### src/rtl/sha_pkg.sv
`timescale 1ns / 1ps
package sha_pkg;

    typedef enum logic [2:0] {
        ST_IDLE,
        ST_PAD,
        ST_ROUND,
        ST_FOLD,
        ST_EMIT
    } state_t;

    localparam logic [7:0] PAD_MARK = 8'h80;

    localparam logic [31:0] INIT_HASH [8] = '{
        32'h6a09e667, 32'hbb67ae85, 32'h3c6ef372, 32'ha54ff53a,
        32'h510e527f, 32'h9b05688c, 32'h1f83d9ab, 32'h5be0cd19};

    localparam logic [31:0] ROUND_K [64] = '{
        32'h428a2f98, 32'h71374491, 32'hb5c0fbcf, 32'he9b5dba5,
        32'h3956c25b, 32'h59f111f1, 32'h923f82a4, 32'hab1c5ed5,
        32'hd807aa98, 32'h12835b01, 32'h243185be, 32'h550c7dc3,
        32'h72be5d74, 32'h80deb1fe, 32'h9bdc06a7, 32'hc19bf174,
        32'he49b69c1, 32'hefbe4786, 32'h0fc19dc6, 32'h240ca1cc,
        32'h2de92c6f, 32'h4a7484aa, 32'h5cb0a9dc, 32'h76f988da,
        32'h983e5152, 32'ha831c66d, 32'hb00327c8, 32'hbf597fc7,
        32'hc6e00bf3, 32'hd5a79147, 32'h06ca6351, 32'h14292967,
        32'h27b70a85, 32'h2e1b2138, 32'h4d2c6dfc, 32'h53380d13,
        32'h650a7354, 32'h766a0abb, 32'h81c2c92e, 32'h92722c85,
        32'ha2bfe8a1, 32'ha81a664b, 32'hc24b8b70, 32'hc76c51a3,
        32'hd192e819, 32'hd6990624, 32'hf40e3585, 32'h106aa070,
        32'h19a4c116, 32'h1e376c08, 32'h2748774c, 32'h34b0bcb5,
        32'h391c0cb3, 32'h4ed8aa4a, 32'h5b9cca4f, 32'h682e6ff3,
        32'h748f82ee, 32'h78a5636f, 32'h84c87814, 32'h8cc70208,
        32'h90befffa, 32'ha4506ceb, 32'hbef9a3f7, 32'hc67178f2};

    function automatic logic [31:0] rotr(input logic [31:0] x, input int unsigned n);
        rotr = (x >> n) | (x << (32 - n));
    endfunction

endpackage

### src/rtl/sha256_hash.sv
`timescale 1ns / 1ps
// SHA-256 hasher, one message byte per input transfer.
// Input channel: s_data_byte, s_byte_valid, s_end_of_message with s_valid/s_ready.
// Each byte is written into the window. The 64th byte of a block starts a compression:
// 64 rounds through one shared round unit, one round per cycle, then a fold of
// the working words into the chaining words; s_ready is low meanwhile.
// An end transfer pads in place, one padding byte at a time, compresses one or
// two blocks, then emits eight digest words on m_* (m_digest_word, m_word_index,
// m_last_word with m_valid/m_ready), H0 first. A stall on m_ready holds the word.
// After the last word the chaining words reload the initial values and the
// block accepts a new message. While it pads, compresses or emits, s_ready
// is low and no byte is taken.
// Reset (aresetn low, synchronous) clears the fill count and length, reloads
// the chaining words with the initial values and drops any pending output.
module sha256_hash (
    input  logic        aclk,
    input  logic        aresetn,
    input  logic        s_valid,
    output logic        s_ready,
    input  logic [7:0]  s_data_byte,
    input  logic        s_byte_valid,
    input  logic        s_end_of_message,
    output logic        m_valid,
    input  logic        m_ready,
    output logic [31:0] m_digest_word,
    output logic [2:0]  m_word_index,
    output logic        m_last_word
);

    sha_pkg::state_t state_reg, state_next;

    logic [31:0] wmem [16];          // message schedule window, word-wise
    logic [31:0] h_reg [8];
    logic [31:0] v_reg [8];
    logic [5:0]  fill_reg;
    logic [63:0] len_reg;
    logic [5:0]  rnd_reg;
    logic        fin_reg;            // compressing a final block
    logic        len_done_reg;       // length field written
    logic        mark_reg;           // pad marker written
    logic        room_reg;           // length field goes into the current block
    logic [2:0]  idx_reg;

    // byte write port into the window
    logic        bw_en;
    logic [5:0]  bw_addr;
    logic [7:0]  bw_data;

    logic [31:0] w_cur, sg0, sg1, w_new, t1, t2;
    logic [31:0] e, a;

    assign s_ready = (state_reg == sha_pkg::ST_IDLE);
    assign m_valid = (state_reg == sha_pkg::ST_EMIT);
    assign m_digest_word = h_reg[idx_reg];
    assign m_word_index = idx_reg;
    assign m_last_word = (idx_reg == 3'd7);

    // schedule: window slot rnd[3:0] holds w[i] for i<16, else build it
    always_comb begin
        sg0 = sha_pkg::rotr(wmem[rnd_reg[3:0] + 4'd1], 7)
            ^ sha_pkg::rotr(wmem[rnd_reg[3:0] + 4'd1], 18)
            ^ (wmem[rnd_reg[3:0] + 4'd1] >> 3);
        sg1 = sha_pkg::rotr(wmem[rnd_reg[3:0] + 4'd14], 17)
            ^ sha_pkg::rotr(wmem[rnd_reg[3:0] + 4'd14], 19)
            ^ (wmem[rnd_reg[3:0] + 4'd14] >> 10);
        w_new = wmem[rnd_reg[3:0]] + sg0 + wmem[rnd_reg[3:0] + 4'd9] + sg1;
        w_cur = (rnd_reg < 6'd16) ? wmem[rnd_reg[3:0]] : w_new;
        e = v_reg[4];
        a = v_reg[0];
        t1 = v_reg[7] + (sha_pkg::rotr(e, 6) ^ sha_pkg::rotr(e, 11) ^ sha_pkg::rotr(e, 25))
           + ((e & v_reg[5]) ^ (~e & v_reg[6])) + sha_pkg::ROUND_K[rnd_reg] + w_cur;
        t2 = (sha_pkg::rotr(a, 2) ^ sha_pkg::rotr(a, 13) ^ sha_pkg::rotr(a, 22))
           + ((a & v_reg[1]) ^ (a & v_reg[2]) ^ (v_reg[1] & v_reg[2]));
    end

    always_comb begin
        state_next = state_reg;
        bw_en = 1'b0;
        bw_addr = fill_reg;
        bw_data = s_data_byte;
        unique case (state_reg)
            sha_pkg::ST_IDLE: begin
                if (s_valid) begin
                    bw_en = s_byte_valid;
                    if (s_byte_valid && fill_reg == 6'd63) begin
                        state_next = sha_pkg::ST_ROUND;
                    end else if (s_end_of_message) begin
                        state_next = sha_pkg::ST_PAD;
                    end
                end
            end
            sha_pkg::ST_PAD: begin
                bw_en = 1'b1;
                // first pad byte is the marker
                priority if (!mark_reg) begin
                    bw_data = sha_pkg::PAD_MARK;
                end else if (room_reg && fill_reg >= 6'd56) begin
                    bw_data = len_reg[8 * (7 - fill_reg[2:0]) +: 8];
                end else begin
                    bw_data = 8'd0;
                end
                if (fill_reg == 6'd63) begin
                    state_next = sha_pkg::ST_ROUND;
                end
            end
            sha_pkg::ST_ROUND: begin
                if (rnd_reg == 6'd63) begin
                    state_next = sha_pkg::ST_FOLD;
                end
            end
            sha_pkg::ST_FOLD: begin
                priority if (fin_reg && len_done_reg) begin
                    state_next = sha_pkg::ST_EMIT;
                end else if (fin_reg) begin
                    state_next = sha_pkg::ST_PAD;
                end else begin
                    state_next = sha_pkg::ST_IDLE;
                end
            end
            sha_pkg::ST_EMIT: begin
                if (m_ready && idx_reg == 3'd7) begin
                    state_next = sha_pkg::ST_IDLE;
                end
            end
            default: state_next = sha_pkg::ST_IDLE;
        endcase
    end

    always_ff @(posedge aclk) begin
        if (!aresetn) begin
            state_reg <= sha_pkg::ST_IDLE;
        end else begin
            state_reg <= state_next;
        end
    end

    // window memory: byte writes while filling, word writes while scheduling
    always_ff @(posedge aclk) begin
        if (bw_en) begin
            wmem[bw_addr[5:2]][8 * (3 - bw_addr[1:0]) +: 8] <= bw_data;
        end else if (state_reg == sha_pkg::ST_ROUND && rnd_reg >= 6'd16) begin
            wmem[rnd_reg[3:0]] <= w_new;
        end
    end

    always_ff @(posedge aclk) begin
        if (!aresetn) begin
            fill_reg <= '0;
            len_reg <= '0;
            rnd_reg <= '0;
            fin_reg <= 1'b0;
            len_done_reg <= 1'b0;
            mark_reg <= 1'b0;
            room_reg <= 1'b0;
            idx_reg <= '0;
            for (int i = 0; i < 8; i++) h_reg[i] <= sha_pkg::INIT_HASH[i];
        end else begin
            if (bw_en) fill_reg <= fill_reg + 6'd1;
            unique case (state_reg)
                sha_pkg::ST_IDLE: begin
                    if (s_valid) begin
                        if (s_byte_valid) len_reg <= len_reg + 64'd8;
                        fin_reg <= s_end_of_message;
                        len_done_reg <= 1'b0;
                        mark_reg <= 1'b0;
                        room_reg <= 1'b0;
                        if (s_byte_valid && fill_reg == 6'd63) begin
                            rnd_reg <= '0;
                            for (int i = 0; i < 8; i++) v_reg[i] <= h_reg[i];
                        end
                    end
                end
                sha_pkg::ST_PAD: begin
                    // a marker in the last eight bytes pushes the length to an extra block
                    if (!mark_reg) begin
                        mark_reg <= 1'b1;
                        room_reg <= (fill_reg < 6'd56);
                    end
                    if (fill_reg == 6'd63) begin
                        rnd_reg <= '0;
                        for (int i = 0; i < 8; i++) v_reg[i] <= h_reg[i];
                        len_done_reg <= mark_reg && room_reg;
                    end
                end
                sha_pkg::ST_ROUND: begin
                    rnd_reg <= rnd_reg + 6'd1;
                    v_reg[7] <= v_reg[6];
                    v_reg[6] <= v_reg[5];
                    v_reg[5] <= v_reg[4];
                    v_reg[4] <= v_reg[3] + t1;
                    v_reg[3] <= v_reg[2];
                    v_reg[2] <= v_reg[1];
                    v_reg[1] <= v_reg[0];
                    v_reg[0] <= t1 + t2;
                end
                sha_pkg::ST_FOLD: begin
                    for (int i = 0; i < 8; i++) h_reg[i] <= h_reg[i] + v_reg[i];
                    idx_reg <= '0;
                    if (fin_reg) room_reg <= 1'b1;
                end
                sha_pkg::ST_EMIT: begin
                    if (m_ready) begin
                        idx_reg <= idx_reg + 3'd1;
                        if (idx_reg == 3'd7) begin
                            fill_reg <= '0;
                            len_reg <= '0;
                            fin_reg <= 1'b0;
                            for (int i = 0; i < 8; i++) h_reg[i] <= sha_pkg::INIT_HASH[i];
                        end
                    end
                end
                default: ;
            endcase
        end
    end

endmodule

### config.mk
export PLATFORM = sky130hd
export DESIGN_NAME = sha256_hash
export DESIGN_NICKNAME = d
export VERILOG_FILES = /design/src/rtl/sha_pkg.sv /design/src/rtl/sha256_hash.sv
export SDC_FILE = /design/constraint.sdc
export NUM_CORES = 2
export LEC_CHECK = 0
export ABC_AREA = 1
export BUFFER_PORTS_ARGS = -buffer_cell sky130_fd_sc_hd__buf_4
export CAP_MARGIN = 20
export CORE_MARGIN = 10
export CORE_UTILIZATION = 35
export CTS_CLUSTER_DIAMETER = 80
export CTS_CLUSTER_SIZE = 12
export DETAILED_ROUTE_END_ITERATION = 12
export GPL_ROUTABILITY_DRIVEN = 1
export GPL_TIMING_DRIVEN = 1
export HOLD_SLACK_MARGIN = 0.15
export PLACE_DENSITY = 0.58
export SYNTH_ARGS = -nofsm -noshare
export SYNTH_HDL_FRONTEND = slang
export SYNTH_SLANG_ARGS = --single-unit
### constraint.sdc
create_clock -name aclk -period 12.4 [get_ports aclk]
set_clock_uncertainty 0.1 [all_clocks]
set_input_delay 2.48 -clock aclk [delete_from_list [all_inputs] [get_ports aclk]]
set_output_delay 2.48 -clock aclk [all_outputs]
set_load 0.01 [all_outputs]
## Word-level counts from Yosys, hierarchy flattened

Memories as Yosys holds them, arrays and structs flattened. A register that Yosys moved wholly into a read port is not among the register bits.
Cells that the tools add are included.

| storage, ports and cells | value |
|---|---|
| flip-flop bits (word level) | 86 |
| RAM bits | 1024 |
| bits in read-only memories | 2048 |
| input bits | 14 |
| output and inout port bits | 38 |
| word-level logic and storage cells | 256 |
| memories kept | 4 |

Memories:

| memory | words | bits a word | rd ports | clocked after Yosys merged registers in | write ports | line | source |
|---|---|---|---|---|---|---|---|
| (name not given) | 64 | 32 | 1 | 0 | 0 | sha256_hash.sv:71 | `+ ((e & v_reg[5]) ^ (~e & v_reg[6])) + sha_pkg::ROUND_K[rnd_reg] + w_cur;` |
| wmem | 16 | 32 | 4 | 1 | 1 | sha256_hash.sv:32 | `logic [31:0] wmem [16];` |
| h_reg | 8 | 32 | 9 | 1 | 8 | sha256_hash.sv:33 | `logic [31:0] h_reg [8];` |
| v_reg | 8 | 32 | 8 | 0 | 8 | sha256_hash.sv:34 | `logic [31:0] v_reg [8];` |

| cells by class | value |
|---|---|
| $add $sub $neg | 28 |
| magnitude comparators | 5 |
| equal/unequal tests | 18 |
| shift-type cells | 3 |
| muxes and demuxes | 108 |
| bitwise logic cells | 60 |
| reductions and logical operators | 21 |

Operator list:

| kind | number |
|---|---|
| 32-bit 2-to-1 mux | 38 |
| 32-bit adder | 18 |
| 32-bit bitwise XOR | 9 |
| 64-bit 2-to-1 mux | 4 |
| 32-bit AND | 5 |
| 64-bit one-hot mux with 2 select lines | 1 |
| 64-bit by 4-bit adder with 64-bit output, second input constant | 1 |
| 64-bit by 33-bit variable part select with 8-bit output | 1 |
| 6-bit 2-to-1 mux | 7 |
| 1-bit 2-to-1 mux | 34 |
| 32-bit negator with 34-bit output | 1 |
| 8-bit by 34-bit variable shift with 32-bit output, first input constant | 1 |
| 8-bit by 34-bit variable part select with 32-bit output | 1 |
| 32-bit inverter | 1 |
| 1-bit OR | 32 |
| 10-bit by 32-bit OR with 32-bit output | 1 |
| 13-bit by 32-bit OR with 32-bit output | 1 |
| 14-bit by 32-bit OR with 32-bit output | 1 |
| 15-bit by 32-bit OR with 32-bit output | 1 |
| 19-bit by 32-bit OR with 32-bit output | 1 |
| 21-bit by 32-bit OR with 32-bit output | 1 |
| 25-bit by 32-bit OR with 32-bit output | 1 |
| 26-bit by 32-bit OR with 32-bit output | 1 |
| 30-bit by 32-bit OR with 32-bit output | 1 |
| other kinds (39) | 80 |

## Longest topological paths before layout

An unclocked memory read counts as a cell.

| logic depth | value |
|---|---|
| depth after elaboration | 12 |
| mapped depth | 70 |

## Worst setup path before layout

OpenSTA, ideal clock, no wires.

| timing path | value |
|---|---|
| path type | input-to-reg |
| start | in s_byte_valid |
| end | mem v_reg[0][0] (enable) |
| arrival time | 11.259 ns |
| data required time | 11.552 ns |
| path slack | 0.293 ns |
| stages | 6 |
| buffers on the path | 0 |
| path through | nand2_1 > nand2_1 > inv_1 > a2111oi_0 > inv_2 > nor2_1 |

RTL lines:

| item | line | source |
|---|---|---|
| start, declared | sha256_hash.sv:21 | `input logic s_byte_valid,` |
| end, declared | sha256_hash.sv:34 |  |

==> results.md <==
- Status: finished, violations left
- Violated checks: DRC
- H-tree depth: 3
- #FFs+latches synth: 1114
- Avg WL per Cell: 27.1 um
- CORE AREA: 243000 um^2
- DRC viols: 2
- Post-synthesis mux area share: 0.416%
- DPL Wire Length: 287 mm
- Antenna-violating nets left: 0
- Critical path startpoint category: flip-flop
- Initial Util: 35.1%
- Via count: 83300
- CP max stage delay: 510 ps
- Total gr overflow: 0
- XOR/XNOR Fraction of Synth Area: 4.28%
- Post-synth top flop: edfxtp_1
- Total global-route track usage: 27.6%
- Max reg flops: 512
- Area grow syn2layout: 11.0%
- Met1 usage: 38.1%
- Initial antenna violation count: 8
- Max cap viols: 0
- Distinct cells, synth: 76
- Synth Area in Adders: 11.0%
- Clk_lat worst skew: 820 ps
- Critical path class: flip-flop to flip-flop
- Final #Nets: 11500
- Crit path max fanout: 41
- Die Ht: 513 um
- Reg2Reg Depth: 49
- Async S/R FF share, synth: 0%
- Vias in the first global route: 78300
- Final-report setup violation count: 0
- CTS tree: yes
- Max Buffers Root-to-Sink: 3
- Critical path capture point type: flip-flop
- Highest achievable clock rate: 0.0832 GHz
- GRT busiest layer: met2
- Syn nets: 11500
- Worst path most repeated cell: nand2_1
- Placed Area: 90900 um^2
- GR Util met2: 42.4%
- CTS buffer count: 113
- 1st-iter DRT viols: 11700
- Largest delay contributor family on the critical path: adder cells
- EDFF count, synth: 896
- Port Buffers: 51
- Mean Syn Cell Area: 7.82 um^2
- Worst Path Required: 12860 ps
- Area contributors post-synth: edfxtp_1, o21ai_0, nand2_1
- Worst-Margin Slew: 1180 ps
- Clk sinks: 1114
- CP max stage cell: fa_1
- DR pass1 iterations: 12
- Final worst-path cycle share: 96.9%
- Clock transition at the registers of the reported paths: 70 ps
- Buffer and inverter count on the worst path: 9
- Endpoints failing hold: 0
- Die Width: 513 um
- Gate count of the mapped netlist: 10900
- RSZ-0062 raised after global routing: false
- Seq/Total Area, Yosys: 36.7%
- Hold path cells: 2
- WP data arrival: 12480 ps
- # IOs: 52
- Share of cells above drive strength 1: 7.49%
- Synth top area share: 31.6%
- Routability congestion estimate from global placement: 1.02
- Final Slew Violations: 0
- Warnings from Yosys: 0
- Post-route minimum period: 12020 ps
- First-pass GRT wire length: 548 mm
- Root Buffer: clkbuf_16
- Simple-gate share of the synthesized area: 16.2%
- Hold Path Class: flip-flop to flip-flop
- Max-slew headroom: 20.4%
- Final instance area: 94500 um^2
- Die ar.: 264000 um^2
- Pin count of the biggest net entering global routing: 178
- Crit path depth: 49
- Setup TNS: 0 ps
- Dominant cell type by area after synthesis: edfxtp_1
- Num rows: 181
- Main combinational cell family by area after synthesis: compound AO/OA/AOI/OAI gates
- Post-DR vias/cell: 5.86
- Final WL: 384 mm
- Synth Cell Area: 85200 um^2
- GR met3 Demand/Resource: 4.86%
- Compound-gate portion of the synthesized area: 22.8%
## Yosys cell counts (15+ instances only)
library cell  count
a21boi_0         26
a21o_1           35
a21oi_1        1286
a221oi_1         37
a31oi_1          75
buf_1            78
buf_2            79
clkbuf_1        438
dfxtp_1         218
edfxtp_1        896
fa_1            195
ha_1            416
inv_1          1307
inv_2            16
maj3_1           28
mux2_2           27
nand2_1        1817
nand3_1         612
nand4_1          55
nor2_1          549
nor3_1          100
nor4_1           24
o2111ai_1        48
o211ai_1        201
o21a_1           45
o21ai_0        1507
o21ai_1          15
o21bai_1         23
o221ai_1         82
o22ai_1          36
or2_2            54
xnor2_1         185
xor2_1          231
## routing by layer
layer,vias up,wire (um)
met2,4566,166000
met4,4,19800
met5,-,27
li1,37700,-
met3,819,36100
met1,40100,162000
## worst paths after layout
path / startpoint / endpoint / slack [ps]
max reg2reg: rnd_reg[1]$_SDFFE_PN0P_ / v_reg[0][31]$_DFFE_PP_ / 380
min: len_reg[63]$_SDFFE_PN0P_ / len_reg[63]$_SDFFE_PN0P_ / 380
max: rnd_reg[1]$_SDFFE_PN0P_ / v_reg[0][31]$_DFFE_PP_ / 380
min reg2reg: len_reg[63]$_SDFFE_PN0P_ / len_reg[63]$_SDFFE_PN0P_ / 380
## tightest hold or removal path, cell delays in order (launching register included)
cell,delay [ps]
dfxtp_1,300
inv_1,80
a21oi_1,60
## cell type report
class / count / area (um^2)
antenna: 3 / 7.51
clock buffer: 173 / 3130
clock inverter: 27 / 314
fill: 24900 / 148000
inverter: 1329 / 5020
multi-input combinational: 7854 / 46800
sequential: 1114 / 31300
tap: 3202 / 4010
timing repair buffer: 498 / 3980
## layout by cell type, fill, tap and decap left out, types with 12 or more instances in the layout
master     count
nor3_1        99
nand4_1       55
nand2_1     1811
nor4_1        24
o21a_1        45
clkbuf_1      53
buf_12        14
nand3b_1      13
o21ai_0     1481
inv_2         16
inv_1       1300
o21ai_1       38
ha_1         412
o22ai_1       33
buf_4        469
a211oi_1      13
o221ai_1      82
a21oi_1     1284
xor2_1       230
mux2_2        27
xnor2_1      184
a21o_1        35
nor2_1       539
or2_2         54
fa_1         195
a221oi_1      37
a21boi_0      24
maj3_1        28
o311ai_0      12
nor2_4        13
o21bai_1      23
dfxtp_1      210
a22oi_1       12
a31oi_1       75
nand3_1      612
clkbuf_16    114
o2111ai_1     48
edfxtp_1     896
o211ai_1     201
## logic make-up (layout without fill, tap and decap cells)
family | count (synthesis) | in the layout
compound gates | 3502 | 3502
simple gates | 3265 | 3265
buf+inv | 1927 | 2027
flops | 1114 | 1114
fa+ha+maj | 639 | 639
xor+xnor | 416 | 416
mux | 32 | 32
other cells | 0 | 3
## timing repair
item | 4_1_cts | 5_1_grt
gates resized for setup | 0 | 35
hold buffers | 0 | 0
setup endpoints to repair | 0 | 19
buffers inserted | 0 | 1
## through the flow
step / worst slack [ps] / std cells / hold slack, ps / util, %
6_report: 383 / 14200 / 381 / 38.9
5_1_grt: 24.7 / 14200 / 404 / 38.9
4_1_cts: 63.5 / 14200 / 381 / 38.8
3_5_place_dp: 157 / 14000 / 371 / 37.4
3_3_place_gp: 132 / 14000 / 370 / 37.4
2_1_floorplan: 293 / 10900 / 339 / -
Power is not shown: default switching activity piles up to over one toggle a cycle in this logic, so the estimate is an artifact.
